**src/hw/rtl/mkdh_pkg.sv**
```systemverilog
// Shared types, constants and helpers for the multi-key debouncer.
package mkdh_pkg;

  localparam int NUM_KEYS   = 6;
  localparam int CODE_REGS  = 6;
  localparam int KEY_W      = 3;
  localparam int CODE_W     = 10;
  localparam int DELAY_W    = 8;
  localparam int HOLD_W     = 16;
  localparam int CFG_IDX_W  = 4;
  localparam int CFG_DATA_W = 16;
  localparam int KEY_IDX_W  = (NUM_KEYS > 1) ? $clog2(NUM_KEYS) : 1;

  localparam int RUNQ_DEPTH = 4;
  localparam int RUNQ_AW    = $clog2(RUNQ_DEPTH);
  localparam int RUNQ_CW    = $clog2(RUNQ_DEPTH + 1);

  localparam int REG_DELAY   = 0;
  localparam int REG_HOLDOFF = 1;
  localparam int REG_CODE0   = 2;

  localparam logic [DELAY_W-1:0] DELAY_RESET   = DELAY_W'(5);
  localparam logic [HOLD_W-1:0]  HOLDOFF_RESET = HOLD_W'(60);
  localparam logic [HOLD_W-1:0]  SINCE_MAX     = '1;

  typedef enum logic {
    OP_TICK = 1'b0,
    OP_EDGE = 1'b1
  } op_t;

  typedef logic [NUM_KEYS-1:0] key_mask_t;

  typedef struct packed {
    op_t              operation;
    logic [KEY_W-1:0] key_index;
  } in_item_t;

  typedef struct packed {
    logic [KEY_W-1:0]  key_number;
    logic [CODE_W-1:0] event_code;
    logic              last_of_run;
  } out_item_t;

  typedef struct packed {
    logic [DELAY_W-1:0]                delay_ticks;
    logic [HOLD_W-1:0]                 holdoff_ticks;
    logic [NUM_KEYS-1:0][CODE_W-1:0]   codes;
  } cfg_t;

  // one tick's set of accepted presses, pushed into the run queue
  typedef struct packed {
    logic      push;
    key_mask_t mask;
  } run_push_t;

  function automatic logic [CODE_W-1:0] code_reset(input int k);
    logic [CODE_W-1:0] c;
    unique case (k)
      0:       c = CODE_W'(103);
      1:       c = CODE_W'(108);
      2:       c = CODE_W'(105);
      3:       c = CODE_W'(106);
      4:       c = CODE_W'(28);
      5:       c = CODE_W'(1);
      default: c = '0;
    endcase
    return c;
  endfunction

endpackage

```
**src/hw/rtl/multi_key_debounce_holdoff.sv**
```systemverilog
// Top level of the six-key debouncer with per-key repeat hold-off.
//
//  port group   direction  flow control     content
//  in_*         input      valid / stall    tick or falling edge on one key
//  out_*        output     valid / stall    one accepted press, lowest key first
//  cfg_*        input      write enable     delay, hold-off, key codes
//
// One request is accepted per cycle while in_stall is low; per-key state updates from the
// input register. A tick's presses drain from a 4-entry run queue, one result per cycle
// while out_stall allows. Results pass from the run queue into the out_* register.
// in_stall rises only while the run queue is full, which out_stall back-pressure causes.
// rst_n is synchronous: all per-key state clears, config takes its reset values.
module multi_key_debounce_holdoff import mkdh_pkg::*; (
  input  logic                  clk,
  input  logic                  rst_n,
  input  logic                  in_valid,
  output logic                  in_stall,
  input  in_item_t              in_data,
  output logic                  out_valid,
  input  logic                  out_stall,
  output out_item_t             out_data,
  input  logic                  cfg_we,
  input  logic [CFG_IDX_W-1:0]  cfg_index,
  input  logic [CFG_DATA_W-1:0] cfg_wdata
);

  cfg_t      cfg;
  run_push_t run_push;
  logic      q_full;

  mkdh_cfg u_cfg (
    .clk       (clk),
    .rst_n     (rst_n),
    .cfg_we    (cfg_we),
    .cfg_index (cfg_index),
    .cfg_wdata (cfg_wdata),
    .cfg       (cfg)
  );

  mkdh_keys u_keys (
    .clk      (clk),
    .rst_n    (rst_n),
    .cfg      (cfg),
    .in_valid (in_valid),
    .in_stall (in_stall),
    .in_data  (in_data),
    .q_full   (q_full),
    .run_push (run_push)
  );

  mkdh_runq u_runq (
    .clk       (clk),
    .rst_n     (rst_n),
    .cfg       (cfg),
    .run_push  (run_push),
    .q_full    (q_full),
    .out_valid (out_valid),
    .out_stall (out_stall),
    .out_data  (out_data)
  );

endmodule

```
**src/hw/rtl/mkdh_cfg.sv**
```systemverilog
// Configuration register file: delay, hold-off and per-key event codes.
module mkdh_cfg import mkdh_pkg::*; (
  input  logic                  clk,
  input  logic                  rst_n,
  input  logic                  cfg_we,
  input  logic [CFG_IDX_W-1:0]  cfg_index,
  input  logic [CFG_DATA_W-1:0] cfg_wdata,
  output cfg_t                  cfg
);

  cfg_t cfg_r;

  always_ff @(posedge clk) begin
    if (!rst_n) begin
      cfg_r.delay_ticks   <= DELAY_RESET;
      cfg_r.holdoff_ticks <= HOLDOFF_RESET;
      for (int k = 0; k < NUM_KEYS; k++) begin
        cfg_r.codes[k] <= code_reset(k);
      end
    end else if (cfg_we) begin
      if (cfg_index == CFG_IDX_W'(REG_DELAY)) begin
        cfg_r.delay_ticks <= cfg_wdata[DELAY_W-1:0];
      end
      if (cfg_index == CFG_IDX_W'(REG_HOLDOFF)) begin
        cfg_r.holdoff_ticks <= cfg_wdata[HOLD_W-1:0];
      end
      for (int k = 0; k < NUM_KEYS; k++) begin
        if (k < CODE_REGS && cfg_index == CFG_IDX_W'(REG_CODE0 + k)) begin
          cfg_r.codes[k] <= cfg_wdata[CODE_W-1:0];
        end
      end
    end
  end

  assign cfg = cfg_r;

endmodule

```
**src/hw/rtl/mkdh_keys.sv**
```systemverilog
// Input register and per-key debounce/hold-off state, updated once per request.
module mkdh_keys import mkdh_pkg::*; (
  input  logic      clk,
  input  logic      rst_n,
  input  cfg_t      cfg,
  input  logic      in_valid,
  output logic      in_stall,
  input  in_item_t  in_data,
  input  logic      q_full,
  output run_push_t run_push
);

  logic     in_vld_r, in_vld_nxt;
  in_item_t in_r;
  logic     accept, advance;

  logic [NUM_KEYS-1:0]              pend_r, pend_nxt;
  logic [NUM_KEYS-1:0]              has_r, has_nxt;
  logic [NUM_KEYS-1:0][DELAY_W-1:0] dcnt_r, dcnt_nxt;
  logic [NUM_KEYS-1:0][HOLD_W-1:0]  since_r, since_nxt;
  key_mask_t                        fire;
  logic [DELAY_W-1:0]               arm_val;
  logic [DELAY_W-1:0]               dc1;
  logic [HOLD_W-1:0]                sr1;

  assign in_stall = in_vld_r && q_full;
  assign accept   = in_valid && !in_stall;
  assign advance  = in_vld_r && !q_full;

  always_comb begin
    if (accept) begin
      in_vld_nxt = 1'b1;
    end else if (advance) begin
      in_vld_nxt = 1'b0;
    end else begin
      in_vld_nxt = in_vld_r;
    end
  end

  assign arm_val = (cfg.delay_ticks == '0) ? DELAY_W'(1) : cfg.delay_ticks;

  always_comb begin
    pend_nxt  = pend_r;
    has_nxt   = has_r;
    dcnt_nxt  = dcnt_r;
    since_nxt = since_r;
    fire      = '0;
    dc1       = '0;
    sr1       = '0;
    for (int k = 0; k < NUM_KEYS; k++) begin
      if (in_r.operation == OP_EDGE) begin
        if (int'(in_r.key_index) == k && !pend_r[k]) begin
          pend_nxt[k] = 1'b1;
          dcnt_nxt[k] = arm_val;
        end
      end else begin
        sr1 = (has_r[k] && since_r[k] != SINCE_MAX) ? since_r[k] + HOLD_W'(1) : since_r[k];
        since_nxt[k] = sr1;
        if (pend_r[k]) begin
          dc1 = (dcnt_r[k] != '0) ? dcnt_r[k] - DELAY_W'(1) : dcnt_r[k];
          dcnt_nxt[k] = dc1;
          if (dc1 == '0) begin
            pend_nxt[k] = 1'b0;
            if (!(has_r[k] && sr1 < cfg.holdoff_ticks)) begin
              since_nxt[k] = '0;
              has_nxt[k]   = 1'b1;
              fire[k]      = 1'b1;
            end
          end
        end
      end
    end
  end

  always_ff @(posedge clk) begin
    if (!rst_n) begin
      in_vld_r <= 1'b0;
      pend_r   <= '0;
      has_r    <= '0;
      dcnt_r   <= '0;
      since_r  <= '0;
    end else begin
      in_vld_r <= in_vld_nxt;
      if (advance) begin
        pend_r  <= pend_nxt;
        has_r   <= has_nxt;
        dcnt_r  <= dcnt_nxt;
        since_r <= since_nxt;
      end
    end
  end

  always_ff @(posedge clk) begin
    if (accept) begin
      in_r <= in_data;
    end
  end

  assign run_push.push = advance && (fire != '0);
  assign run_push.mask = fire;

endmodule

```
**src/hw/rtl/mkdh_runq.sv**
```systemverilog
// Queue of per-tick press masks, drained one result per cycle into the output register unless out_stall holds it.
module mkdh_runq import mkdh_pkg::*; (
  input  logic      clk,
  input  logic      rst_n,
  input  cfg_t      cfg,
  input  run_push_t run_push,
  output logic      q_full,
  output logic      out_valid,
  input  logic      out_stall,
  output out_item_t out_data
);

  key_mask_t            mem_r [RUNQ_DEPTH];
  logic [RUNQ_AW-1:0]   wr_ptr_r, rd_ptr_r;
  logic [RUNQ_CW-1:0]   cnt_r, cnt_nxt;
  key_mask_t            taken_r, taken_nxt;
  logic                 out_vld_r, out_vld_nxt;
  out_item_t            out_r;

  key_mask_t            head, rem, bit_sel;
  logic [KEY_IDX_W-1:0] sel;
  logic                 load, pop, last;

  assign q_full = (cnt_r == RUNQ_CW'(RUNQ_DEPTH));
  assign head   = mem_r[rd_ptr_r];
  assign rem    = head & ~taken_r;

  always_comb begin
    sel     = '0;
    bit_sel = '0;
    for (int k = NUM_KEYS - 1; k >= 0; k--) begin
      if (rem[k]) begin
        sel     = KEY_IDX_W'(k);
        bit_sel = key_mask_t'(1) << k;
      end
    end
  end

  assign last = ((rem & ~bit_sel) == '0);
  assign load = (cnt_r != '0) && (!out_vld_r || !out_stall);
  assign pop  = load && last;

  always_comb begin
    cnt_nxt = cnt_r;
    if (run_push.push && !pop) begin
      cnt_nxt = cnt_r + RUNQ_CW'(1);
    end else if (!run_push.push && pop) begin
      cnt_nxt = cnt_r - RUNQ_CW'(1);
    end
    if (!load) begin
      taken_nxt = taken_r;
    end else if (last) begin
      taken_nxt = '0;
    end else begin
      taken_nxt = taken_r | bit_sel;
    end
    if (load) begin
      out_vld_nxt = 1'b1;
    end else if (out_stall) begin
      out_vld_nxt = out_vld_r;
    end else begin
      out_vld_nxt = 1'b0;
    end
  end

  always_ff @(posedge clk) begin
    if (!rst_n) begin
      wr_ptr_r  <= '0;
      rd_ptr_r  <= '0;
      cnt_r     <= '0;
      taken_r   <= '0;
      out_vld_r <= 1'b0;
    end else begin
      if (run_push.push) begin
        wr_ptr_r <= wr_ptr_r + RUNQ_AW'(1);
      end
      if (pop) begin
        rd_ptr_r <= rd_ptr_r + RUNQ_AW'(1);
      end
      cnt_r     <= cnt_nxt;
      taken_r   <= taken_nxt;
      out_vld_r <= out_vld_nxt;
    end
  end

  always_ff @(posedge clk) begin
    if (run_push.push) begin
      mem_r[wr_ptr_r] <= run_push.mask;
    end
    if (load) begin
      out_r.key_number  <= KEY_W'(sel);
      out_r.event_code  <= cfg.codes[sel];
      out_r.last_of_run <= last;
    end
  end

  assign out_valid = out_vld_r;
  assign out_data  = out_r;

  a_cnt_bound: assert property (@(posedge clk) disable iff (!rst_n)
    cnt_r <= RUNQ_CW'(RUNQ_DEPTH))
    else $error("run queue count above depth");

  a_no_push_full: assert property (@(posedge clk) disable iff (!rst_n)
    q_full |-> !run_push.push)
    else $error("push into full run queue");

  a_push_nonzero: assert property (@(posedge clk) disable iff (!rst_n)
    run_push.push |-> run_push.mask != '0)
    else $error("empty press mask queued");

  a_taken_subset: assert property (@(posedge clk) disable iff (!rst_n)
    (cnt_r != '0) |-> ((taken_r & ~head) == '0) && (rem != '0))
    else $error("drain mask inconsistent with queue head");

  a_taken_idle: assert property (@(posedge clk) disable iff (!rst_n)
    (cnt_r == '0) |-> (taken_r == '0))
    else $error("partial drain with empty queue");

endmodule
```
**config.mk**
```make
export PLATFORM = sky130hd
export DESIGN_NAME = multi_key_debounce_holdoff
export DESIGN_NICKNAME = d
export VERILOG_FILES = /design/src/hw/rtl/mkdh_pkg.sv /design/src/hw/rtl/multi_key_debounce_holdoff.sv /design/src/hw/rtl/mkdh_cfg.sv /design/src/hw/rtl/mkdh_keys.sv /design/src/hw/rtl/mkdh_runq.sv
export SDC_FILE = /design/constraint.sdc
export NUM_CORES = 1
export LEC_CHECK = 0
export ABC_AREA = 1
export BUFFER_PORTS_ARGS = -buffer_cell sky130_fd_sc_hd__buf_2
export CAP_MARGIN = 20
export CELL_PAD_IN_SITES_DETAIL_PLACEMENT = 0
export CELL_PAD_IN_SITES_GLOBAL_PLACEMENT = 1
export CORE_AREA = 2 2 196 198
export DETAILED_ROUTE_END_ITERATION = 8
export DIE_AREA = 0 0 198 200
export GPL_TIMING_DRIVEN = 0
export PLACE_DENSITY = 0.85
export SLEW_MARGIN = 20
export SYNTH_ARGS = -nofsm -noshare
export SYNTH_HDL_FRONTEND = slang
export SYNTH_SLANG_ARGS = --single-unit
```
**constraint.sdc**
```tcl
create_clock -name clk -period 4.8 [get_ports clk]
set_clock_uncertainty 0.15 [all_clocks]
set_input_delay 0.96 -clock clk [delete_from_list [all_inputs] [get_ports clk]]
set_output_delay 0.96 -clock clk [all_outputs]
set_load 0.01 [all_outputs]
```
==> run_results.csv, run 1 <==
group,metric,value,unit
clock_tree,cts_root_buffer,"clkbuf_16",
layout,area_growth,16.2,%
placement,place_ws,-0.329,ns
detailed_routing,drt_wl_total,50.9,mm
yosys,synth-seq-cells,299,
floorplan,die_y,200,um
hold_path,hold_path.class,"register to register",
floorplan,ios,45,
clock_tree,cts.sinks,299,
power_and_ir_drop,pwr-share-clk,48.2,%
yosys,synth_area_leaders,"dfxtp_1, nand2_1, ha_1, edfxtp_1, a21oi_1",
timing,rsz0062_at_grt,"true",
detailed_routing,routed-via-count,16417,
placement,place_area,18200,um2
placement,io_buffers,39,
clock_tree,cts.clk_slew.worst_paths,0.06,ns
global_route,grtUsageMet3,3.39,%
timing,max_clock_freq,0.219,GHz
clock_tree,cts-buffers-inserted,38,
detailed_routing,wl_per_cell,16.3,um
floorplan,start_util,46.5,%
setup_path,cpMostUsedCell,"nand2_2",
layout,layout-drive-gt1-share,11.3,%
yosys,synth_flop_cell,"dfxtp_1",
yosys,synth_top_area_cell,"dfxtp_1",
outcome,outcome,"finished clean",
global_route,grt_overflow_total,0,
timing,setup_ws,0.239,ns
placement,dpl.hpwl,35.6,mm
yosys,yosysWarnings,0,
yosys,syn_area_per_cell,7.06,um2
setup_path,path_max_fanout,4,
clock_tree,cts_max_level,2,
global_route,grt_max_degree,14,
yosys,synth_cell_types,53,
global_route,grt_pass1_vias,14988,
timing,setup_violations,0,
power_and_ir_drop,swShare,26.1,%
yosys,syn-cell-area,17400,um2
detailed_routing,drt_iter0_drc,1136,
timing,worst_pin_slew,0.901,ns
timing,slew_headroom,39.5,%
layout,nets,2720,
setup_path,end_kind,"register",
clock_tree,cts_buffer_depth,3,
job,maxCapViolCount,0,
global_route,grtUsageMet1,34.0,%
timing,maxSlewViolCount,0,
clock_tree,cts_tree,"yes",
global_route,antenna_found_initial,0,
power_and_ir_drop,max-vdd-ir-drop,0.262,mV
global_route,use_met2,40.9,%
yosys,synth_nets,2606,
yosys,synth.most_common_cell,"nand2_1",
detailed_routing,drc,0,
power_and_ir_drop,p_comb_share,9.3,%
yosys,synth_common_cells,"nand2_1, inv_1, dfxtp_1",
floorplan,core-area,37400,um2
setup_path,cp.arrival,4.86,ns
setup_path,cp-start-kind,"register",
power_and_ir_drop,p_per_area,302,nW/um2
power_and_ir_drop,power_leakage,8.85,nW
setup_path,slowest_stage,"fa_2",
layout,antenna_cells,0,
setup_path,path_delay_family,"simple AND/OR/NAND/NOR gates",
placement,gp_congestion,0.915,
detailed_routing,viasPerCell,5.27,
layout,design_area,20200,um2
clock_tree,clk_latency,0.57,ns
timing,fin_crit,4.56,ns
yosys,ys_seq_area_share,36.9,%
setup_path,cpPeakStageDelay,0.44,ns
power_and_ir_drop,p_sw,1.59,mW
global_route,grt-busiest-layer,"met2",
yosys,yosysTopAreaCellShare,29.6,%
setup_path,reg2reg_slack,0.24,ns
setup_path,worstPathRequired,5.10,ns
yosys,postSynth.asyncResetShare,0,%
yosys,synth_cells,2463,
floorplan,dieWidth,198,um
timing,hold_viol_final,0,
power_and_ir_drop,p_int,4.51,mW
timing,layout_worst_path_cycle_share,95.0,%
power_and_ir_drop,seqPwrFrac,42.5,%
yosys,synth_edf_count,42,
setup_path,worst-setup-path-type,"register to register",
global_route,grtUsageTotal,25.5,%
detailed_routing,antenna_left,0,
floorplan,die_area,39600,um2
layout,final_core_util,54.0,%
detailed_routing,drt_pass1_iterations,5,
global_route,grt_pass1_wl,78.8,mm
setup_path,critPathBufInv,4,
floorplan,rows,71,
cells by family after synthesis:
kind of cell | share of synthesized area, %
adders and majority gates | 8.25
xor gates and xnor gates | 4.78
DFF | 36.9
buffers and inverters | 8.53
AOI/OAI and AO/OA | 15.0
muxes | 0.130
and+or+nand+nor | 26.4
per-layer routing:
| metal | vias up | part of all wire, % | wire [um] |
|---|---|---|---|
| li1 | 8333 | - | - |
| met1 | 7523 | 46 | 23400 |
| met2 | 458 | 44 | 22400 |
| met3 | 103 | 5.8 | 2930 |
| met4 | 0 | 4.2 | 2130 |
| met5 | - | 0 | 0 |
cell usage in the layout, fill, tap and decap left out, drive strengths merged:
| master | instances |
|---|---|
| o21bai | 1 |
| nand3b | 2 |
| nand4 | 45 |
| fa | 1 |
| o211ai | 8 |
| inv | 299 |
| or2 | 11 |
| a31oi | 30 |
| xnor2 | 35 |
| o22ai | 4 |
| nor4 | 12 |
| nor2 | 255 |
| nor3b | 3 |
| dfxtp | 257 |
| mux2 | 2 |
| clkbuf | 123 |
| nand3 | 124 |
| a2111oi | 3 |
| a32o | 2 |
| nor3 | 29 |
| edfxtp | 42 |
| xor2 | 59 |
| nor2b | 1 |
| and2 | 1 |
| a211o | 3 |
| clkinvlp | 1 |
| nand2 | 598 |
| o32ai | 3 |
| clkinv | 15 |
| ha | 113 |
| a211oi | 10 |
| bufinv | 2 |
| o2bb2ai | 3 |
| o21ai | 188 |
| a21oi | 223 |
| o311ai | 7 |
| buf | 91 |
final cells by class:
class                           count  area, um2
Clock buffer                       58       1160
Clock inverter                     11        130
Buffer                             82        334
Multi-Input combinational cell   1776       9900
Tap cell                          511        639
Fill cell                        3549      17200
Sequential cell                   299       6430
Timing Repair Buffer               74        462
Inverter                          306       1150
path summary, 6_finish.rpt:
path / startpoint / end / cells past startpoint
worst max register to register: u_keys.since_r[32]$_SDFFE_PN0P_ / u_runq.cnt_r[1]$_SDFFE_PN0P_ / 31
worst max-delay path: u_keys.since_r[32]$_SDFFE_PN0P_ / u_runq.cnt_r[1]$_SDFFE_PN0P_ / 31
worst min-delay path: u_cfg.cfg[44]$_SDFFE_PN1P_ / u_cfg.cfg[44]$_SDFFE_PN1P_ / 2
worst min register to register: u_cfg.cfg[44]$_SDFFE_PN1P_ / u_cfg.cfg[44]$_SDFFE_PN1P_ / 2
worst register-to-register path: cells and delay by family (launching register included):
family                   cells  cell delay, ns
AND/OR/NAND/NOR             17            1.82
adder cells (fa/ha/maj)      4            0.99
XOR/XNOR                     1            0.10
buffers and inverters        4            0.37
AO/OA/AOI/OAI                5            0.66
flip-flops                   1            0.36
state kept, by name, summed over array words and instances, names as in the netlist, named ones only:
name	cells
u_keys.in_vld_r	1
u_keys.in_r	4
u_runq.taken_r	6
u_cfg.cfg	84
u_keys.dcnt_r	48
u_runq.wr_ptr_r	2
u_keys.since_r	96
u_runq.out_valid	1
u_keys.has_r	6
u_runq.rd_ptr_r	2
u_runq.mem_r	24
u_keys.pend_r	6
u_runq.out_data	14
u_runq.cnt_r	3
repair_timing:
action	in CTS	in global routing
setup buffers	7	27
setup endpoints to repair	3	42
pin swaps	9	61
gates resized for setup	9	94
hold buffers	0	0
power groups by stage:
stage	combinational, mW	sequential (mW)	clock [mW]
floorplan	0.383	2.64	0
global placement	0.548	2.64	0
detailed placement	0.552	2.64	0
CTS	0.555	2.59	2.97
global route	0.634	2.59	3.08
finish	0.567	2.59	2.94
through the flow:
| stage | setup TNS [ns] | power (mW) | std cells | hold WS [ns] |
|---|---|---|---|---|
| global route | -0.196 | 6.30 | 3117 | 0.335 |
| CTS | 0 | 6.12 | 3090 | 0.305 |
| global placement | -0.416 | 3.19 | 3013 | 0.282 |
| floorplan | 0 | 3.02 | 2463 | 0.274 |
| detailed placement | -0.597 | 3.20 | 3014 | 0.289 |
| finish | 0 | 6.10 | 3117 | 0.304 |
(Power assumes the default switching activity.)
==> run 2: changes to the inputs <==
--- a/config.mk
+++ b/config.mk
@@ -15,6 +15,7 @@
 export DIE_AREA = 0 0 198 200
 export GPL_TIMING_DRIVEN = 0
 export PLACE_DENSITY = 0.85
+export SETUP_SLACK_MARGIN = 0.3
 export SLEW_MARGIN = 20
 export SYNTH_ARGS = -nofsm -noshare
 export SYNTH_HDL_FRONTEND = slang
==> run_results.csv, run 2 (synthesized netlist as in run 1, its figures left out) <==
group,metric,value,unit
floorplan,dieWidth,198,um
outcome,outcome,"finished clean",
global_route,grt_max_degree,14,
clock_tree,clk_latency,0.56,ns
clock_tree,cts_buffer_depth,3,
setup_path,cp.arrival,4.73,ns
timing,rsz0062_at_grt,"true",
layout,mostFrequentLayoutCell,"nand2_1",
floorplan,core-area,37400,um2
global_route,grt_pass1_wl,80.6,mm
placement,gp_congestion,0.915,
timing,maxSlewViolCount,0,
clock_tree,cts-buffers-inserted,38,
timing,finalSetupTns,0,ns
floorplan,die_y,200,um
setup_path,r2r_start,"u_keys.since_r[80]$_SDFFE_PN0P_",
clock_tree,cts.clk_slew.worst_paths,0.06,ns
detailed_routing,drt_wl_total,51.6,mm
setup_path,cpMostUsedCell,"buf_4",
timing,hold_slack,0.305,ns
setup_path,ff2ff_path_depth,39,
layout,final_cells,3164,
timing,worst_pin_slew,0.929,ns
detailed_routing,viasPerCell,5.27,
job,maxCapViolCount,0,
power_and_ir_drop,total_power,6.10,mW
clock_tree,cts_max_level,2,
detailed_routing,drc,0,
timing,hold_viol_final,0,
hold_path,min_path_cells,2,
detailed_routing,drt_pass1_iterations,5,
global_route,antenna_found_initial,0,
layout,final_core_util,55.5,%
setup_path,slowest_stage,"dfxtp_4",
placement,place_area,18200,um2
placement,place_ws,-0.329,ns
layout,top_register,"u_keys.since_r",
placement,dpl.hpwl,35.6,mm
clock_tree,cts_tree,"yes",
floorplan,start_util,46.5,%
setup_path,cpPeakStageDelay,0.36,ns
layout,antenna_cells,0,
hold_path,hold_start,"u_cfg.cfg[44]$_SDFFE_PN1P_",
detailed_routing,drt_iter0_drc,1179,
floorplan,rows,71,
placement,dp.cells,3014,
layout,area_growth,19.4,%
timing,fin_crit,4.42,ns
floorplan,die_area,39600,um2
clock_tree,cts.sinks,299,
layout,layout-drive-gt1-share,14.3,%
hold_path,hold_path.class,"register to register",
clock_tree,cts_root_buffer,"clkbuf_16",
placement,io_buffers,39,
timing,setup_violations,0,
setup_path,reg2reg_slack,0.38,ns
timing,max_clock_freq,0.226,GHz
setup_path,worstPathRequired,5.10,ns
power_and_ir_drop,power_leakage,9.08,nW
timing,layout_worst_path_cycle_share,92.2,%
timing,slew_headroom,37.7,%
detailed_routing,antenna_left,0,
global_route,grt_pass1_vias,15468,
detailed_routing,routed-via-count,16659,
layout,nets,2767,
timing,setup_ws,0.376,ns
setup_path,end_kind,"register",
global_route,grt_overflow_total,0,
setup_path,worst-setup-path-type,"register to register",
layout,largest_reg_flops,96,
setup_path,path_max_fanout,5,
power_and_ir_drop,max-vdd-ir-drop,0.260,mV
global_route,grtUsageTotal,26.0,%
setup_path,cp-start-kind,"register",
power_and_ir_drop,p_per_area,294,nW/um2
layout,final_cell_mix,"nand2_1, inv_1, dfxtp_1",
layout,design_area,20800,um2
setup_path,crit_path_start,"u_keys.since_r[80]$_SDFFE_PN0P_",
detailed_routing,wl_per_cell,16.3,um
floorplan,ios,45,
run 2: changes by cell type in the layout (fill, tap and decap cells not counted), sizes merged:
cell	change
buf	+47
run 2: where the power goes:
group	internal (mW)	leakage, nW	switching, mW
Clock	1.77	0.635	1.16
Combinational	0.166	5.99	0.404
Sequential	2.57	2.46	0.0213
Total	4.51	9.08	1.59
run 2: worst max-delay path, delay by kind of cell (launching register included):
kind	cells	cell delay, ns
xor gates and xnor gates	1	0.14
adders and majority gates	2	0.44
buffers and inverters	18	1.95
and+or+nand+nor	18	1.30
DFF	1	0.36
run 2: area by class of cell:
| class | instances | area [um2] |
|---|---|---|
| Buffer | 82 | 334 |
| Clock buffer | 58 | 1160 |
| Clock inverter | 11 | 130 |
| Fill cell | 3490 | 16600 |
| Inverter | 306 | 1150 |
| Multi-Input combinational cell | 1776 | 10100 |
| Sequential cell | 299 | 6430 |
| Tap cell | 511 | 639 |
| Timing Repair Buffer | 121 | 826 |
run 2: path summary, 6_finish.rpt:
path,to
min reg2reg,u_cfg.cfg[44]$_SDFFE_PN1P_
max,u_runq.wr_ptr_r[1]$_SDFFE_PN0P_
max reg2reg,u_runq.wr_ptr_r[1]$_SDFFE_PN0P_
min,u_cfg.cfg[44]$_SDFFE_PN1P_
run 2: routing by layer:
metal / track usage, % / part of all wire, %
met1: 34.3 / 46
met2: 42.3 / 44
met3: 3.26 / 4.6
met4: 13.1 / 4.6
met5: 0 / 0
run 2: what timing repair did:
item / in CTS / in global routing
endpoints found under the setup margin: 27 / 48
buffers inserted: 59 / 22
pin swaps: 64 / 68
hold buffers: 0 / 0
gates resized for setup: 74 / 79
==> run 3: changes to the inputs <==
--- a/config.mk
+++ b/config.mk
@@ -5,14 +5,14 @@
 export SDC_FILE = /design/constraint.sdc
 export NUM_CORES = 1
 export LEC_CHECK = 0
-export ABC_AREA = 1
+export ABC_AREA = 0
 export BUFFER_PORTS_ARGS = -buffer_cell sky130_fd_sc_hd__buf_2
 export CAP_MARGIN = 20
 export CELL_PAD_IN_SITES_DETAIL_PLACEMENT = 0
 export CELL_PAD_IN_SITES_GLOBAL_PLACEMENT = 1
-export CORE_AREA = 2 2 196 198
+export CORE_AREA = 2 2 197 199
 export DETAILED_ROUTE_END_ITERATION = 8
-export DIE_AREA = 0 0 198 200
+export DIE_AREA = 0 0 199 201
 export GPL_TIMING_DRIVEN = 0
 export PLACE_DENSITY = 0.85
 export SETUP_SLACK_MARGIN = 0.3
==> run_results.csv, run 3 <==
group,metric,value,unit
floorplan,ios,45,
setup_path,worst-setup-path-type,"register to register",
power_and_ir_drop,max-vdd-ir-drop,0.279,mV
yosys,synth_common_cells,"dfxtp_1, nand2_1, o21ai_0",
layout,fill_cells,3525,
power_and_ir_drop,p_per_area,273,nW/um2
yosys,synth_area_leaders,"dfxtp_1, ha_1, edfxtp_1, mux2i_1, nand2_1",
power_and_ir_drop,power_leakage,8.14,nW
yosys,yosysWarnings,0,
layout,nets,2394,
floorplan,rows,72,
yosys,yosysTopAreaCellShare,28.0,%
global_route,grtUsageTotal,27.6,%
job,maxCapViolCount,0,
clock_tree,cts_buffer_depth,3,
yosys,synth_flop_cell,"dfxtp_1",
layout,design_area,21300,um2
detailed_routing,drt_iter0_drc,1287,
detailed_routing,antenna_left,0,
floorplan,die_y,201,um
layout,layout-drive-gt1-share,13.1,%
timing,worst_pin_slew,1.08,ns
clock_tree,cts.sinks,299,
setup_path,cp-start-kind,"register",
layout,antenna_cells,0,
layout,final_core_util,55.8,%
outcome,outcome,"complete, but fails checks",
floorplan,die_area,40000,um2
layout,largest_reg_flops,96,
yosys,syn-cell-area,18300,um2
detailed_routing,drc,0,
yosys,synth-seq-cells,299,
detailed_routing,viasPerCell,5.96,
placement,place_area,19300,um2
timing,setup_ws,-0.296,ns
yosys,syn_area_per_cell,8.62,um2
yosys,synth.most_common_cell,"dfxtp_1",
timing,rsz0062_at_grt,"true",
floorplan,dieWidth,199,um
setup_path,end_kind,"register",
detailed_routing,wl_per_cell,20.0,um
global_route,grt_pass1_wl,86.4,mm
placement,dp.cells,2682,
global_route,grt_max_degree,15,
outcome,violations,"negative setup slack",
global_route,grt_pass1_vias,15683,
timing,fin_crit,5.10,ns
placement,gp_congestion,0.920,
placement,dpl.hpwl,38.5,mm
clock_tree,ctsHoldBuffers,0,
layout,final_cells,2796,
layout,area_growth,15.9,%
setup_path,path_max_fanout,3,
yosys,synth_edf_count,42,
detailed_routing,routed-via-count,16657,
layout,top_register,"u_keys.since_r",
clock_tree,cts_tree,"yes",
timing,slew_headroom,27.3,%
yosys,synth_cell_types,97,
yosys,ys_seq_area_share,34.9,%
yosys,postSynth.asyncResetShare,0,%
clock_tree,cts_max_level,2,
floorplan,core-area,38100,um2
timing,hold_viol_final,0,
yosys,synth_nets,2272,
floorplan,start_util,48.1,%
clock_tree,clk_latency,0.59,ns
detailed_routing,drt_wl_total,56.0,mm
timing,layout_worst_path_cycle_share,106,%
layout,final_cell_mix,"dfxtp_1, nand2_1, o21ai_0",
clock_tree,cts-buffers-inserted,37,
placement,io_buffers,34,
setup_path,cp.arrival,5.45,ns
yosys,synth_top_area_cell,"dfxtp_1",
clock_tree,cts_root_buffer,"clkbuf_16",
hold_path,hold_path.class,"register to register",
global_route,antenna_found_initial,1,
timing,setup_violations,2,
setup_path,worstPathRequired,5.15,ns
detailed_routing,drt_pass1_iterations,5,
clock_tree,cts.clk_slew.worst_paths,0.06,ns
timing,maxSlewViolCount,0,
timing,max_clock_freq,0.196,GHz
yosys,synth_cells,2129,
global_route,grt_overflow_total,0,
layout,mostFrequentLayoutCell,"dfxtp_1",
## run 3: cell count changes in the layout (fill, tap and decap cells not counted), sizes merged, moves of 92 or more
cell / change
inv: -242
nand2: -376
nor2: -125
a21oi: -113
nor2b: +123
mux2i: +98
a21boi: +92
## run 3: cells by family (layout without fill, tap and decap cells)
kind of cell             count (synthesis)  after routing  synth area share, %
multiplexers                           110            110                 6.45
adder cells (fa/ha/maj)                115            115                 7.87
AO/OA/AOI/OAI                          510            510                 18.3
buffers and inverters                  171            320                 3.84
AND/OR/NAND/NOR                        832            832                 24.2
flip-flops                             299            299                 34.9
XOR/XNOR                                92             92                 4.39
## run 3: through the flow
stage               setup WS (ns)  setup TNS (ns)  total power [mW]  hold slack (ns)
CTS                        -0.334          -0.434              5.82            0.310
global route               -0.420           -1.68              5.96            0.337
finish                     -0.296          -0.354              5.79            0.309
global placement           -0.736           -7.09              2.98            0.288
detailed placement         -0.755           -7.28              2.99            0.296
floorplan                  0.0134               0              2.85            0.278
## run 3: worst max-delay path: stages, from the launching register on
cell	delay, ns
dfxtp_4	0.35
ha_4	0.16
nand4_1	0.15
nor4_4	0.09
or4_4	0.53
buf_8	0.14
or2_4	0.23
nor2_4	0.09
xnor2_2	0.08
ha_1	0.31
and3_4	0.18
nand4_1	0.14
or4_4	0.51
a311oi_2	0.20
o211a_2	0.27
nor3_4	0.05
a31oi_4	0.22
ha_4	0.19
inv_2	0.04
fa_2	0.34
xor2_1	0.16
or3_1	0.31
a21boi_1	0.12
## run 3: path summary, 6_finish.rpt
check	startpoint	end	slack (ns)	cells past startpoint
max	u_keys.since_r[64]$_SDFFE_PN0P_	u_runq.cnt_r[2]$_SDFFE_PN0P_	-0.30	22
min	u_runq.taken_r[5]$_SDFFE_PN0P_	u_runq.taken_r[5]$_SDFFE_PN0P_	0.31	2
max reg2reg	u_keys.since_r[64]$_SDFFE_PN0P_	u_runq.cnt_r[2]$_SDFFE_PN0P_	-0.30	22
min reg2reg	u_runq.taken_r[5]$_SDFFE_PN0P_	u_runq.taken_r[5]$_SDFFE_PN0P_	0.31	2
## run 3: what timing repair did
action	CTS	global route
gates cloned	0	1
pin swaps	18	46
setup endpoints to repair	98	116
resized for setup	31	73
buffers inserted	15	32
## run 3: final cells by class
type                    count  area (um2)  area share, %
flip-flops and latches    299        6430           30.2
multi-input cells        1659       11600           54.7
plain buffers             115         554           2.61
clock inverters            11         138          0.648
repair buffers             83         547           2.57
clock buffers              55        1110           5.21
inverters                  56         210          0.989
well taps                 518         648           3.05
## run 3: layer usage
layer,routed length (um),GRT usage (%),vias to the layer above
li1,-,-,7935
met1,24400,36.8,8008
met2,25600,43.9,569
met3,3570,4.60,145
met4,2410,12.2,0
met5,0,0,-
## run 3: power by group
group	internal, mW	total [mW]	switching (mW)
sequential	2.56	2.58	0.0163
combinational	0.121	0.375	0.253
clock	1.67	2.84	1.17
total	4.35	5.79	1.44
